### src/hw/rtl/lpfr_pkg.sv
// lpfr_pkg: shared types and constants for the LRU page frame replacement block.
// No dependencies; imported by lpfr_cell and lru_page_frame_replacement.
`timescale 1ns / 1ps
`default_nettype none

package lpfr_pkg;

    localparam int FRAMES_DEF          = 8;
    localparam int PAGE_BITS_DEF       = 16;
    localparam int PAGE_FIELD_W        = 16;
    localparam int CNT_FIELD_W         = 4;
    localparam int FRAMES_IN_USE_RESET = 5;
    localparam int FAULT_W             = 16;

    // Flags rippled from cell to cell.
    typedef struct packed {
        logic hit;           // some earlier cell holds the page
        logic free_seen;     // some earlier active cell is empty
        logic rank_present;  // some earlier valid cell holds rank pack_rank
        logic rank_above;    // some earlier valid cell holds a rank above pack_rank
    } lpfr_link_t;

    // Broadcast controls from the top level to every cell.
    typedef struct packed {
        logic load;          // request accepted this cycle
        logic hit_mode;      // request hits a resident page
        logic free_mode;     // miss, fill the first empty active frame
        logic cfg;           // frame count write
        logic pack_dec;      // close one gap in the rank order
    } lpfr_ctl_t;

endpackage

`default_nettype wire

### src/hw/rtl/lpfr_cell.sv
// lpfr_cell: one page frame (page, valid bit, recency rank) of the LRU chain.
// Depends on lpfr_pkg for the link and control structs.
`timescale 1ns / 1ps
`default_nettype none

module lpfr_cell
    import lpfr_pkg::*;
#(
    parameter int IDX       = 0,
    parameter int PAGE_BITS = PAGE_BITS_DEF,
    parameter int RANK_W    = 3,
    parameter int CNT_W     = 4
) (
    input  wire logic                 aclk,
    input  wire logic                 aresetn,
    input  wire lpfr_link_t           link_in,
    output lpfr_link_t                link_out,
    input  wire logic [RANK_W-1:0]    hit_rank_in,
    output logic      [RANK_W-1:0]    hit_rank_out,
    input  wire logic [PAGE_BITS-1:0] victim_page_in,
    output logic      [PAGE_BITS-1:0] victim_page_out,
    input  wire lpfr_ctl_t            ctl,
    input  wire logic [PAGE_BITS-1:0] page,
    input  wire logic [RANK_W-1:0]    limit_rank,
    input  wire logic [RANK_W-1:0]    last_rank,
    input  wire logic [RANK_W-1:0]    pack_rank,
    input  wire logic [CNT_W-1:0]     n_active,
    input  wire logic [CNT_W-1:0]     cfg_count
);

    logic [PAGE_BITS-1:0] page_reg;
    logic                 valid_reg;
    logic                 valid_next;
    logic [RANK_W-1:0]    rank_reg;
    logic [RANK_W-1:0]    rank_next;
    logic                 active;
    logic                 match;
    logic                 my_free;
    logic                 my_victim;
    logic                 slot;

    assign active    = CNT_W'(IDX) < n_active;
    assign match     = valid_reg && (page_reg == page);
    assign my_free   = active && !valid_reg && !link_in.free_seen;
    assign my_victim = valid_reg && (rank_reg == last_rank);
    assign slot      = ctl.hit_mode  ? match   :
                       ctl.free_mode ? my_free : my_victim;

    always_comb begin
        link_out.hit          = link_in.hit | match;
        link_out.free_seen    = link_in.free_seen | (active && !valid_reg);
        link_out.rank_present = link_in.rank_present | (valid_reg && rank_reg == pack_rank);
        link_out.rank_above   = link_in.rank_above | (valid_reg && rank_reg > pack_rank);
        hit_rank_out          = hit_rank_in | (match ? rank_reg : '0);
        victim_page_out       = victim_page_in | (my_victim ? page_reg : '0);
    end

    always_comb begin
        valid_next = valid_reg;
        rank_next  = rank_reg;
        priority if (ctl.cfg) begin
            if (!(CNT_W'(IDX) < cfg_count)) begin
                valid_next = 1'b0;
                rank_next  = '0;
            end
        end else if (ctl.pack_dec) begin
            if (valid_reg && rank_reg > pack_rank) begin
                rank_next = rank_reg - 1'b1;
            end
        end else if (ctl.load) begin
            if (slot) begin
                valid_next = 1'b1;
                rank_next  = '0;
            end else if (valid_reg && (ctl.free_mode || rank_reg < limit_rank)) begin
                rank_next = rank_reg + 1'b1;
            end
        end
    end

    always_ff @(posedge aclk) begin
        if (!aresetn) begin
            valid_reg <= 1'b0;
            rank_reg  <= '0;
        end else begin
            valid_reg <= valid_next;
            rank_reg  <= rank_next;
        end
    end

    always_ff @(posedge aclk) begin
        if (ctl.load && !ctl.cfg && !ctl.pack_dec && slot) begin
            page_reg <= page;
        end
    end

endmodule

`default_nettype wire

### src/hw/rtl/lru_page_frame_replacement.sv
// A page reference's result reaches the output register in the cycle after it is taken.
// Throughput: one reference per cycle unless m_ready stalls the output; the tag compare and rank
// update ripple through FRAMES cells. A frame count write blocks requests; a rank repack follows.
// Reset (synchronous, aresetn low): all frames empty, fault count zero, frame count min(5, FRAMES).
// Top level: chain of lpfr_cell frames plus control; depends on lpfr_pkg and lpfr_cell.
`timescale 1ns / 1ps
`default_nettype none

module lru_page_frame_replacement
    import lpfr_pkg::*;
#(
    parameter int FRAMES    = FRAMES_DEF,
    parameter int PAGE_BITS = PAGE_BITS_DEF
) (
    input  wire logic                    aclk,
    input  wire logic                    aresetn,
    input  wire logic                    cfg_valid,
    output logic                         cfg_ready,
    input  wire logic [CNT_FIELD_W-1:0]  cfg_frames_in_use,
    input  wire logic                    s_valid,
    output logic                         s_ready,
    input  wire logic [PAGE_FIELD_W-1:0] s_page_number,
    output logic                         m_valid,
    input  wire logic                    m_ready,
    output logic                         m_hit,
    output logic                         m_evicted,
    output logic [PAGE_FIELD_W-1:0]      m_evicted_page,
    output logic [FAULT_W-1:0]           m_fault_count
);

    localparam int RANK_W = (FRAMES > 1) ? $clog2(FRAMES) : 1;
    localparam int CNT_W  = $clog2(FRAMES + 1);
    localparam int RST_N  = (FRAMES_IN_USE_RESET > FRAMES) ? FRAMES : FRAMES_IN_USE_RESET;

    typedef enum logic [1:0] {
        ST_RUN  = 2'b01,
        ST_PACK = 2'b10
    } state_t;

    state_t                    state_reg, state_next;
    logic [CNT_W-1:0]          n_active_reg, n_active_next;
    logic [RANK_W-1:0]         pack_rank_reg, pack_rank_next;
    logic [FAULT_W-1:0]        fault_cnt_reg, fault_cnt_next;

    logic                      m_valid_reg;
    logic                      m_hit_reg;
    logic                      m_evicted_reg;
    logic [PAGE_FIELD_W-1:0]   m_evicted_page_reg;

    lpfr_link_t                link   [FRAMES+1];
    logic [RANK_W-1:0]         hrank  [FRAMES+1];
    logic [PAGE_BITS-1:0]      vpage  [FRAMES+1];

    lpfr_ctl_t                 ctl;
    logic                      load;
    logic                      cfg_wr;
    logic [PAGE_BITS-1:0]      page;
    logic [PAGE_BITS+PAGE_FIELD_W-1:0] page_ext;
    logic [PAGE_BITS+PAGE_FIELD_W-1:0] victim_ext;
    logic [CNT_FIELD_W+CNT_W-1:0]      cfg_wide;
    logic [CNT_W-1:0]          cfg_count;
    logic [CNT_W-1:0]          n_minus;
    logic [RANK_W-1:0]         last_rank;
    logic [RANK_W-1:0]         limit_rank;
    logic                      hit_any;
    logic                      free_any;

    assign cfg_ready = (state_reg == ST_RUN);
    assign s_ready   = (state_reg == ST_RUN) && !cfg_valid && (!m_valid_reg || m_ready);
    assign load      = s_valid && s_ready;
    assign cfg_wr    = cfg_valid && cfg_ready;

    assign page_ext = {{PAGE_BITS{1'b0}}, s_page_number};
    assign page     = page_ext[PAGE_BITS-1:0];

    assign cfg_wide  = {{CNT_W{1'b0}}, cfg_frames_in_use};
    always_comb begin
        priority if (cfg_wide == '0) begin
            cfg_count = CNT_W'(1);
        end else if (cfg_wide > (CNT_FIELD_W + CNT_W)'(FRAMES)) begin
            cfg_count = CNT_W'(FRAMES);
        end else begin
            cfg_count = cfg_wide[CNT_W-1:0];
        end
    end

    assign n_minus    = n_active_reg - 1'b1;
    assign last_rank  = n_minus[RANK_W-1:0];
    assign hit_any    = link[FRAMES].hit;
    assign free_any   = link[FRAMES].free_seen;
    assign limit_rank = hit_any ? hrank[FRAMES] : last_rank;

    assign link[0]  = '0;
    assign hrank[0] = '0;
    assign vpage[0] = '0;

    always_comb begin
        ctl.load      = load;
        ctl.hit_mode  = hit_any;
        ctl.free_mode = !hit_any && free_any;
        ctl.cfg       = cfg_wr;
        ctl.pack_dec  = (state_reg == ST_PACK) && !link[FRAMES].rank_present
                        && link[FRAMES].rank_above;
    end

    for (genvar i = 0; i < FRAMES; i++) begin : g_cell
        lpfr_cell #(
            .IDX       (i),
            .PAGE_BITS (PAGE_BITS),
            .RANK_W    (RANK_W),
            .CNT_W     (CNT_W)
        ) u_cell (
            .aclk            (aclk),
            .aresetn         (aresetn),
            .link_in         (link[i]),
            .link_out        (link[i+1]),
            .hit_rank_in     (hrank[i]),
            .hit_rank_out    (hrank[i+1]),
            .victim_page_in  (vpage[i]),
            .victim_page_out (vpage[i+1]),
            .ctl             (ctl),
            .page            (page),
            .limit_rank      (limit_rank),
            .last_rank       (last_rank),
            .pack_rank       (pack_rank_reg),
            .n_active        (n_active_reg),
            .cfg_count       (cfg_count)
        );
    end

    assign victim_ext = {{PAGE_FIELD_W{1'b0}}, vpage[FRAMES]};

    always_comb begin
        state_next     = state_reg;
        n_active_next  = n_active_reg;
        pack_rank_next = pack_rank_reg;
        fault_cnt_next = fault_cnt_reg;
        unique case (state_reg)
            ST_RUN: begin
                if (cfg_wr) begin
                    n_active_next  = cfg_count;
                    pack_rank_next = '0;
                    state_next     = ST_PACK;
                end else if (load && !hit_any && fault_cnt_reg != '1) begin
                    fault_cnt_next = fault_cnt_reg + 1'b1;
                end
            end
            ST_PACK: begin
                if (!link[FRAMES].rank_above) begin
                    state_next = ST_RUN;
                end else if (link[FRAMES].rank_present) begin
                    pack_rank_next = pack_rank_reg + 1'b1;
                end
            end
            default: begin
                state_next = ST_RUN;
            end
        endcase
    end

    always_ff @(posedge aclk) begin
        if (!aresetn) begin
            state_reg     <= ST_RUN;
            n_active_reg  <= CNT_W'(RST_N);
            pack_rank_reg <= '0;
            fault_cnt_reg <= '0;
            m_valid_reg   <= 1'b0;
        end else begin
            state_reg     <= state_next;
            n_active_reg  <= n_active_next;
            pack_rank_reg <= pack_rank_next;
            fault_cnt_reg <= fault_cnt_next;
            if (load) begin
                m_valid_reg <= 1'b1;
            end else if (m_ready) begin
                m_valid_reg <= 1'b0;
            end
        end
    end

    always_ff @(posedge aclk) begin
        if (load) begin
            m_hit_reg          <= hit_any;
            m_evicted_reg      <= !hit_any && !free_any;
            m_evicted_page_reg <= (!hit_any && !free_any) ? victim_ext[PAGE_FIELD_W-1:0] : '0;
        end
    end

    assign m_valid        = m_valid_reg;
    assign m_hit          = m_hit_reg;
    assign m_evicted      = m_evicted_reg;
    assign m_evicted_page = m_evicted_page_reg;
    assign m_fault_count  = fault_cnt_reg;

`ifndef ASSERT_OFF
    a_result_from_request: assert property (@(posedge aclk) disable iff (!aresetn)
        $rose(m_valid_reg) |-> $past(s_valid && s_ready))
        else $error("result appeared without a request");

    a_pack_blocks: assert property (@(posedge aclk) disable iff (!aresetn)
        (state_reg == ST_PACK) |-> (!s_ready && !cfg_ready))
        else $error("request taken during rank repack");

    a_fault_count: assert property (@(posedge aclk) disable iff (!aresetn)
        (load && !hit_any && !cfg_wr) |=>
            (fault_cnt_reg == $past(fault_cnt_reg) + 1'b1 || $past(fault_cnt_reg) == '1))
        else $error("fault counter did not advance on a miss");

    a_hit_no_evict: assert property (@(posedge aclk) disable iff (!aresetn)
        (load && hit_any) |=> (m_hit_reg && !m_evicted_reg))
        else $error("hit reported with eviction");
`endif

endmodule

`default_nettype wire
### config.mk
export PLATFORM = sky130hd
export DESIGN_NAME = lru_page_frame_replacement
export DESIGN_NICKNAME = d
export VERILOG_FILES = /design/src/hw/rtl/lpfr_pkg.sv /design/src/hw/rtl/lpfr_cell.sv /design/src/hw/rtl/lru_page_frame_replacement.sv
export SDC_FILE = /design/constraint.sdc
export NUM_CORES = 1
export LEC_CHECK = 0
export ABC_AREA = 1
export BUFFER_PORTS_ARGS = -buffer_cell sky130_fd_sc_hd__buf_2
export CAP_MARGIN = 40
export CORE_ASPECT_RATIO = 0.9
export CORE_UTILIZATION = 25
export DETAILED_ROUTE_END_ITERATION = 7
export REMOVE_ABC_BUFFERS = 1
export SYNTH_ARGS = -nofsm -noshare
export SYNTH_HDL_FRONTEND = slang
export SYNTH_SLANG_ARGS = --single-unit
### constraint.sdc
create_clock -name aclk -period 4.35 [get_ports aclk]
set_clock_uncertainty 0.2 [all_clocks]
set_input_delay 1.305 -clock aclk [delete_from_list [all_inputs] [get_ports aclk]]
set_output_delay 1.305 -clock aclk [all_outputs]
set_load 0.02 [all_outputs]
==> summary.md <==
| Metric | Value |
|---|---|
| Placement Rows | `between 70 and 80` |
| Post-CTS resize count | `0` |
| CP max FO | `12` |
| Peak Freq | `approximately 250 MHz` |
| Most frequent cells after synthesis | `445 x nand2_1, 153 x inv_1, 148 x nor2_1` |
| Most common cell in the synthesized netlist | `nand2_1` |
| Num CTS Buffers | `23` |
| CP endpoint kind | `register` |
| Yosys reg bits | `approximately 200` |
| RePlAce Congestion | `0.9942` |
| Post-synth top area share | `0.3445` |
| PwrDens | `roughly 340 nW/um^2` |
| Fin. max-slew vios | `0` |
| Critical Path Start | `s_page_number[7]` |
| RSZ-0062 raised after global routing | `false` |
| DIE AREA | `between 50000 and 60000 sq um` |
| Run status | `completed` |
| ANT cells | `0` |
| Worst VDD drop | `between 0.2 and 0.25 mV` |
| Core Region | `slightly above 50000 sq um` |
| Layout cells sized above 1 | `0.1617` |
| Routed vias/inst | `between 4 and 5` |
| Synth area leaders | `edfxtp_1 34%, nand2_1 13%, dfxtp_1 9.1%, ha_1 6.0%, inv_1 4.5%` |
| Top_reg_cell synth | `edfxtp_1` |
| Gr ovfl total | `0` |
| Residual DRC count | `0` |
| Num ports | `62` |
| GRT Resource Usage Total | `0.1795` |
| Maxcap violations | `0` |
| Post-synth EDFFs | `146` |
| Nets | `between 1.5k and 2k` |
| Mean Syn Cell Area | `8.086 sq um` |
| Setup crit start kind | `primary input` |
| Tot Pwr | `0.005182 W` |
| Via count of the first global-routing pass | `approximately 11k` |
| Worst endpoint required time | `approximately 4.6 ns` |
| Wire per inst | `19.56 um` |
| Reg2reg path depth | `13` |
| Max FFs per register | `between 100 and 150` |
| Final core occ | `0.3007` |
| CP Capture Point | `g_cell[4].u_cell.rank_reg[2]` |
| Worst slew margin | `0.4099` |
| Reg-to-reg slack, setup | `roughly 0.64 ns` |
| R2r endpoint | `m_evicted_page[13]` |
| Worst Max-Slew Pin Slew | `approximately 0.86 ns` |
| Post-CTS Hold Fix Bufs | `0` |
| Synthesis-to-layout area growth | `18.98%` |
| Hold Fails Final Rpt | `0` |
| H-tree depth | `1` |
| Period utilization | `0.9180` |
| LEAKAGE | `roughly 6.3 nW` |
| CTS tree | `built` |
| IO Port Bufs | `about 60` |
| Worst-skew pair later-pin latency | `approximately 0.57 ns` |
| Starting Density | `0.2527` |
| Final min period | `about 4 ns` |
| Largest net degree at the start of global routing | `39` |
| 1st-iter DRT viols | `between 1k and 1.5k` |
| Synth Warn # | `0` |
| Start of the worst register-to-register path | `n_active_reg[1]` |
| Clock transition at path regs | `~0.060 ns` |
| CP Data Arrival Time | `around 4.3 ns` |
| Vias | `between 10k and 15k` |
| Synth cell types | `59` |
| Area of the mapped netlist | `approximately 13000 sq um` |
| Final setup fails | `0` |
| Hpwl dp | `34820 um` |
| Buffer count from post-CTS setup fixing | `0` |
| Initial antenna violation count | `1` |
| WHS | `between 0.2 and 0.3 ns` |
| Seq/Total Area, Yosys | `0.4357` |
| Critical path type | `primary input to register` |
| First-pass GRT wire length | `between 70000 and 80000 um` |
| Synth area leader | `edfxtp_1` |
| First drt pass iteration count | `6` |
| Antenna viol nets, final | `0` |
| Wirelength, routed | `around 47000 um` |
| Ys async rst share | `0` |
| Clock Sinks | `between 200 and 250` |
| Synth Instances | `~1.6k` |
| Die Ht | `around 220 um` |
| Bufs on Longest Clock Path | `3` |
| Die Width | `roughly 240 um` |
| Root Driver | `clkbuf_16` |
| Worst hold-check path type | `register to register` |
## worst min path at each step
| stage | endpoint | start | cells after the start |
|---|---|---|---|
| after floorplan | g_cell[0].u_cell.rank_reg[0] | g_cell[0].u_cell.rank_reg[0] | 2 |
| after global placement | m_fault_count[13] | m_fault_count[13] | 2 |
| after detailed placement | m_fault_count[13] | m_fault_count[13] | 2 |
| after CTS | m_fault_count[13] | m_fault_count[13] | 2 |
| after global routing | m_fault_count[13] | m_fault_count[13] | 2 |
| final | m_fault_count[13] | m_fault_count[13] | 2 |
## critical path, stage by stage
cell,delay [ns]
buf_2,0.25
inv_2,0.12
or2_0,0.21
nand3_1,0.13
nor2_2,0.09
nand3_2,0.14
o22ai_1,0.10
nor4_1,0.34
o21a_1,0.48
ha_1,0.33
a21oi_1,0.16
nand2_1,0.06
nand2_1,0.06
nand2_1,0.07
nand2_2,0.11
nand2_1,0.09
nand2_1,0.09
nand2_1,0.05
nor2_1,0.08
## logic make-up (layout without fill, tap and decap cells)
logic type,Yosys count,after routing,synth area share
AO/OA/AOI/OAI,269,269,0.1266
XOR/XNOR,47,47,0.03293
adder cells (fa/ha/maj),61,61,0.05997
buffers and inverters,223,356,0.07304
flip-flops,204,204,0.4357
AND/OR/NAND/NOR,770,770,0.2717
## layer usage
layer,part of all wire,GRT usage
met1,0.44,0.2473
met3,0.088,0.03172
met4,0.035,0.06369
met2,0.44,0.2807
met5,0.00026,0
## area by class of cell
type                            count  area (sq um)
Inverter                          184         690.7
Fill cell                        5361         35220
Multi-Input combinational cell   1147          6262
Timing Repair Buffer              131         943.4
Clock buffer                       26         596.8
Sequential cell                   204          5545
Clock inverter                     15         254.0
Tap cell                          680         850.8
## cell usage in the layout, fill, tap and decap left out, drive strengths merged, types with 3 or more instances in the layout
cell type,Yosys,routed
or2,15,15
o2111ai,6,6
nor3,22,22
nand3,66,66
clkinv,4,10
a211oi,12,12
nand2,464,464
o21ai,99,99
a2111oi,5,5
ha,61,61
o22ai,32,32
nand4,15,15
nor4,5,5
buf,30,131
bufinv,0,6
o211ai,6,6
nor2,174,174
edfxtp,146,146
xnor2,20,20
o221ai,6,6
a21oi,77,77
inv,180,182
clkbuf,9,26
a221oi,9,9
a31oi,4,4
nand3b,5,5
xor2,27,27
o21a,5,5
dfxtp,58,58
and2,3,3
## power by group
part / leakage, nW / switching (W) / total (W) / internal [W]
logic: 4.10 / 0.000500 / 0.000764 / 0.000264
clock network: 0.416 / 0.000871 / 0.00223 / 0.00136
registers: 1.80 / 0.0000653 / 0.00219 / 0.00213
total: 6.32 / 0.00144 / 0.00518 / 0.00375
## metrics by stage
stage	TNS, ns	cell area, sq um	setup slack, ns	cells
floorplan	0	12490	0.3559	1535
global route	0	15140	0.06814	2387
CTS	0	15140	0.4708	2387
global placement	-0.1367	14290	-0.05249	2346
finish	0	15140	0.3568	2387
detailed placement	-0.5730	14290	-0.08049	2346
(Power assumes the default switching activity.)
